`src/design/pbm_pkg.sv`:
```
// pbm_pkg: shared types and constants for the projective backward map
// no dependencies
package pbm_pkg;

   localparam int COORD_BITS = 11;
   localparam int COORD_W = COORD_BITS;
   localparam int COEF_W  = 32;
   localparam int CSR_W   = 64;
   localparam int IDX_W   = 3;

   localparam logic [IDX_W-1:0] REG_PAIR_A = 3'd0;
   localparam logic [IDX_W-1:0] REG_PAIR_B = 3'd1;
   localparam logic [IDX_W-1:0] REG_PAIR_C = 3'd2;
   localparam logic [IDX_W-1:0] REG_PAIR_D = 3'd3;
   localparam logic [IDX_W-1:0] REG_LAST   = 3'd4;

   typedef struct packed {
      logic [COORD_W-1:0] dest_col;
      logic [COORD_W-1:0] dest_row;
   } req_type;

   typedef struct packed {
      logic [COORD_W-1:0] source_col;
      logic [COORD_W-1:0] source_row;
      logic               zero_divisor;
      logic               saturated;
   } rsp_type;

endpackage

```
`src/design/pbm_div.sv`:
```
// pbm_div: pipelined restoring divider, one quotient bit per stage
// depends on pbm_pkg; quotient saturates at 2^QW - 1 via an overflow bit
module pbm_div #(
   parameter int NW = 56,
   parameter int QW = 11
) (
   input  logic          clock,
   input  logic          adv,
   input  logic [NW-1:0] num,
   input  logic [NW-1:0] den,
   output logic [QW-1:0] quo,
   output logic          ovf
);
   import pbm_pkg::*;

   // overflow when num >= den << QW
   logic [NW+QW-1:0] lim;
   logic             big;
   assign lim = {den, {QW{1'b0}}};
   assign big = {{QW{1'b0}}, num} >= lim;

   logic [NW-1:0] rem   [QW];
   logic [NW-1:0] dvs   [QW];
   logic [QW-1:0] qpart [QW+1];
   logic          ovf_p [QW+1];

   assign rem[0]   = num;
   assign dvs[0]   = den;
   assign qpart[0] = '0;
   assign ovf_p[0] = big;

   for (genvar s = 0; s < QW; s++) begin : g_stage
      localparam int B = QW - 1 - s;
      logic [NW+QW-1:0] sh;
      logic             ge;
      logic [QW-1:0]    q_ff;
      logic             ovf_ff;
      assign sh = {{QW{1'b0}}, dvs[s]} << B;
      assign ge = {{QW{1'b0}}, rem[s]} >= sh;
      always_ff @(posedge clock) begin
         if (adv) begin
            q_ff   <= qpart[s] | (QW'(ge) << B);
            ovf_ff <= ovf_p[s];
         end
      end
      assign qpart[s+1] = q_ff;
      assign ovf_p[s+1] = ovf_ff;

      if (s < QW - 1) begin : g_pass
         logic [NW-1:0] rem_ff, den_ff;
         always_ff @(posedge clock) begin
            if (adv) begin
               rem_ff <= ge ? rem[s] - sh[NW-1:0] : rem[s];
               den_ff <= dvs[s];
            end
         end
         assign rem[s+1] = rem_ff;
         assign dvs[s+1] = den_ff;
      end
   end

   assign quo = qpart[QW];
   assign ovf = ovf_p[QW];
endmodule

```
`config.mk`:
```
export PLATFORM = sky130hd
export DESIGN_NAME = pbm_div
export DESIGN_NICKNAME = d
export VERILOG_FILES = /design/src/design/pbm_pkg.sv /design/src/design/pbm_div.sv
export SDC_FILE = /design/constraint.sdc
export NUM_CORES = 2
export LEC_CHECK = 0
export BUFFER_PORTS_ARGS = -buffer_cell sky130_fd_sc_hd__buf_4
export CAP_MARGIN = 20
export CORE_MARGIN = 2
export CORE_UTILIZATION = 41
export CTS_BUF_LIST = sky130_fd_sc_hd__clkbuf_4 sky130_fd_sc_hd__clkbuf_8
export CTS_CLUSTER_DIAMETER = 60
export DETAILED_ROUTE_END_ITERATION = 8
export GPL_TIMING_DRIVEN = 0
export PLACE_DENSITY_LB_ADDON = 0.15
export RECOVER_POWER = 50
export SYNTH_ARGS = -nofsm -noshare
export SYNTH_HDL_FRONTEND = slang
export SYNTH_SLANG_ARGS = --single-unit
```
`constraint.sdc`:
```
create_clock -name clock -period 4.35 [get_ports clock]
set_clock_uncertainty 0.15 [all_clocks]
set_input_delay 1.0875 -clock clock [delete_from_list [all_inputs] [get_ports clock]]
set_output_delay 1.0875 -clock clock [all_outputs]
set_load 0.1 [all_outputs]
```
==> reports/summary.json <==
{
  "setup_path": {
    "critical_path_required_ns": 4.86,
    "worst_r2r_endpoint": "g_stage[2].g_pass.rem_ff[47]",
    "timing.critical_path.to_type": "flip-flop",
    "reg2reg_setup_slack_ns": 0.09,
    "regToRegStartpoint": "g_stage[1].g_pass.den_ff[1]",
    "timing.reg2reg.worst_path_depth": 13,
    "largest_driver_fanout_on_the_critical_path": 10,
    "launching_element_type_of_the_critical_path": "primary input",
    "timing.critical_path.arrival_ns": 4.84,
    "timing_worst_setup_path_type": "primary input to flip-flop"
  },
  "yosys": {
    "mappedNetlistNets": 7787,
    "fraction_of_synthesis_flops_using_an_asynchronous_set_or_reset_pin_pct": 0,
    "dominant_combinational_cell_family_by_area_after_synthesis": "compound AO/OA/AOI/OAI gates",
    "synth_xor_xnor_area_share_pct": 5.49,
    "synthesis.area_per_instance_um2": 10.5,
    "synth_area_um2": 73900,
    "number_of_enable_type_register_cells_in_the_synthesized_netlist": 1197,
    "ys_seq_elements": 1197,
    "synth_compound_area_share_pct": 17.0,
    "synthMuxAreaShare_pct": 2.91,
    "post_synth_inst_count": 7057,
    "area_fraction_in_and_or_nand_and_nor_cells_after_synthesis_pct": 10.4,
    "synth_cell_types": 91,
    "synth_fa_ha_area_share_pct": 10.5,
    "yosysSeqAreaShare_pct": 48.7,
    "synth.yosys.warnings": 0,
    "top_reg_cell_synth": "sky130_fd_sc_hd__edfxtp_1"
  },
  "timing": {
    "finalHoldViolations": 0,
    "minimum_period_implied_by_the_final_worst_setup_slack_ns": 4.32,
    "final-setup-viol-count": 0,
    "fmaxAchievable_mhz": 231,
    "layout_worst_path_cycle_share_pct": 99.4,
    "final-max-slew-violation-count": 0,
    "worst_hold_slack_ns": 0.224,
    "grt_setup_unrepaired": "yes",
    "fin_ws_ns": 0.0263,
    "timing.max_slew.rel_slack_pct": 30.7,
    "worst_slew_pin_slew_ns": 1.03
  },
  "floorplanning": {
    "placementRows": 155,
    "fp.dieH_um": 428,
    "dieArea_um2": 184000,
    "design.core.area_um2": 179000,
    "io_pins": 126,
    "die_width_um": 428,
    "initial_core_util_pct": 41.3
  },
  "pwr": {
    "clkPwrFrac_pct": 34.3,
    "cellPowerDensity_nw_per_um2": 382,
    "power_switching_mw": 9.13,
    "p_sw_share_pct": 28.7,
    "power_report.internal_total_mw": 22.7,
    "post-layout-total-power_mw": 31.8,
    "power.share.combinational_pct": 21.3,
    "power_frac_seq_pct": 44.4,
    "vdd.ir_drop.worst_mv": 0.228,
    "total_leakage_power_nw": 35.0
  },
  "route": {
    "vias": 52100,
    "viasPerCell": 5.24,
    "drtPass1Iterations": 7,
    "postRouteAntennaNets": 0,
    "routed_wirelength_mm": 189,
    "route.detailed.drc": 0,
    "wire_per_inst_um": 19.0,
    "drt_iter0_drc": 2827
  },
  "run": {
    "drv.max_cap_violation_count": 0
  },
  "final_layout": {
    "design.final.nets": 8148,
    "n_fill_cell": 16800,
    "syn_to_final_growth_pct": 12.9,
    "finalCoreUtilization_pct": 46.7,
    "post_route_cells_drive_above_1_share_pct": 10.8,
    "stdcell_area_um2": 83400
  },
  "cts": {
    "h-tree-depth": 4,
    "tritoncts": "done",
    "clk-insertion-delay-late_ns": 0.95,
    "clk_root_buffer_cell": "sky130_fd_sc_hd__clkbuf_8",
    "cts_max_path_buffers": 3,
    "clock_sinks": 1197,
    "clk_pin_slew_ns": 0.06,
    "numCtsBuffers": 206
  },
  "global_route": {
    "grt_pass1_wl_mm": 295,
    "globalRouteTotalUtil_pct": 20.4,
    "antenna_found_initial": 1,
    "grt_max_degree": 197,
    "overflow": 0,
    "via_count_of_the_first_global_routing_pass": 53700
  },
  "worst_hold_path": {
    "worst_min_path_start": "den[49]",
    "worstHoldPathCells": 1,
    "worst_case_hold_path_end_point": "g_stage[0].g_pass.den_ff[49]",
    "hold_class": "primary input to flip-flop"
  },
  "status": {
    "status": "complete, no violations"
  },
  "placed_design": {
    "placed_instance_area_um2": 78000,
    "place.port_buffers": 125,
    "gpl.final_weighted_congestion": 1.06,
    "dp_worst_setup_slack_ns": -1.78,
    "detailed_place_hpwl_mm": 150
  }
}
## cell families (layout without fill, tap and decap cells)
family,after synthesis,count (layout)
fa+ha+maj,616,616
mux,192,192
simple gates,1621,1621
other cells,0,2
flops,1197,1197
compound gates,2019,2019
xor+xnor,463,463
buf+inv,949,1480
## cells in the mapped netlist (52+ instances only)
master | count | area share, %
sky130_fd_sc_hd__nor2_1 | 282 | 1.4
sky130_fd_sc_hd__o21bai_1 | 73 | 0.74
sky130_fd_sc_hd__xnor2_1 | 276 | 3.3
sky130_fd_sc_hd__nor2b_1 | 76 | 0.64
sky130_fd_sc_hd__o21ai_0 | 530 | 3.6
sky130_fd_sc_hd__nand2_1 | 652 | 3.3
sky130_fd_sc_hd__nand4_1 | 152 | 1.3
sky130_fd_sc_hd__a21oi_1 | 563 | 3.8
sky130_fd_sc_hd__clkbuf_1 | 204 | 1.0
sky130_fd_sc_hd__ha_1 | 606 | 10
sky130_fd_sc_hd__a31oi_1 | 55 | 0.47
sky130_fd_sc_hd__nand3_1 | 115 | 0.78
sky130_fd_sc_hd__xor2_1 | 187 | 2.2
sky130_fd_sc_hd__o21ai_1 | 60 | 0.41
sky130_fd_sc_hd__inv_1 | 691 | 3.5
sky130_fd_sc_hd__edfxtp_1 | 1197 | 49
sky130_fd_sc_hd__and3_1 | 58 | 0.49
sky130_fd_sc_hd__o21a_1 | 52 | 0.53
sky130_fd_sc_hd__nor3_1 | 70 | 0.47
sky130_fd_sc_hd__mux2_2 | 182 | 2.8
sky130_fd_sc_hd__a21o_1 | 359 | 3.6
sky130_fd_sc_hd__nand2b_1 | 67 | 0.57
## critical path, stage by stage
cell and delay, ns:
sky130_fd_sc_hd__buf_4 0.07, sky130_fd_sc_hd__inv_1 0.07, sky130_fd_sc_hd__ha_1 0.23, sky130_fd_sc_hd__fa_1 0.41
sky130_fd_sc_hd__nor2b_1 0.13, sky130_fd_sc_hd__o21a_1 0.14, sky130_fd_sc_hd__o21ai_0 0.19, sky130_fd_sc_hd__a31oi_2 0.41
sky130_fd_sc_hd__o31ai_2 0.18, sky130_fd_sc_hd__o21a_1 0.28, sky130_fd_sc_hd__o21ai_4 0.23, sky130_fd_sc_hd__nor2_1 0.11
sky130_fd_sc_hd__or3_1 0.45, sky130_fd_sc_hd__nand3_4 0.17, sky130_fd_sc_hd__buf_2 0.29, sky130_fd_sc_hd__mux2_2 0.38
## stage by stage
step           instances  setup TNS [ns]
6_report            9945               0
2_1_floorplan       7057               0
3_3_place_gp        9537               -
4_1_cts             9937               0
5_1_grt             9944           -1.71
3_5_place_dp        9547         -479.94
## layout by cell type, fill, tap and decap left out, drive strengths merged, types with 23 or more instances in the layout
master  instances
edfxtp       1197
inv           700
nand2         652
ha            606
o21ai         593
a21oi         564
clkbuf        528
a21o          359
nor2          282
xnor2         276
xor2          187
mux2          183
nand4         152
buf           144
nand3         115
clkinv         80
nor2b          76
o21bai         73
nor3           70
nand2b         67
and3           58
a31oi          55
o21a           52
a211oi         47
o31ai          40
nor4           38
and2           30
o211ai         27
a221oi         24
bufinv         23
## power groups by stage
stage	combinational (mW)	sequential, mW	clock [mW]
floorplan	4.79	14.2	0
global placement	6.45	14.6	0
detailed placement	6.52	14.4	0
CTS	6.67	14.1	11.3
global route	7.56	14.2	11.8
finish	6.78	14.1	10.9
## sequential cells by signal, summed over array words and instances, names as in the netlist
| signal | flops |
|---|---|
| g_stage.q_ff | 55 |
| g_stage.g_pass.den_ff | 560 |
| ovf | 1 |
| g_stage.g_pass.rem_ff | 560 |
| g_stage.ovf_ff | 10 |
| quo | 11 |
## timing repair
item,4_1_cts,5_1_grt
pin swaps,19,22
endpoints found under the setup margin,509,405
gates resized for setup,144,123
cloned,0,1
hold buffers,0,0
buffers inserted,14,16
## worst max-delay path by stage
stage	from	endpoint	slack, ns	cells after the start
after floorplan	num[10]	g_stage[0].g_pass.rem_ff[42]	0.006	16
after global placement	adv	g_stage[0].ovf_ff	-8.30	1
after detailed placement	g_stage[5].g_pass.rem_ff[11]	g_stage[6].g_pass.rem_ff[4]	-1.78	14
after CTS	g_stage[7].g_pass.rem_ff[2]	g_stage[8].g_pass.rem_ff[3]	0.0003	16
after global routing	den[37]	g_stage[0].g_pass.rem_ff[47]	-0.06	14
final	num[10]	g_stage[0].g_pass.rem_ff[21]	0.03	16
## per-layer routing
metal,GRT usage (%),up-vias,wire length [um]
li1,-,26600,-
met1,23.4,24000,78200
met2,35.5,1079,91000
met3,2.39,469,5370
met4,14.3,0,14200
met5,0,-,0
## layout make-up
cell class                      count  area (um^2)  share of cell area, %
Clock buffer                      264         3290                   3.94
Buffer                            242         1210                   1.45
Antenna cell                        2         5.00                0.00600
Clock inverter                    114         1130                   1.35
Inverter                          694         2610                   3.13
Timing Repair Buffer              166         1230                   1.47
Multi-Input combinational cell   4911        35000                   42.0
Tap cell                         2355         2950                   3.53
Sequential cell                  1197        35900                   43.1
Power figures use the tool's default switching activity.
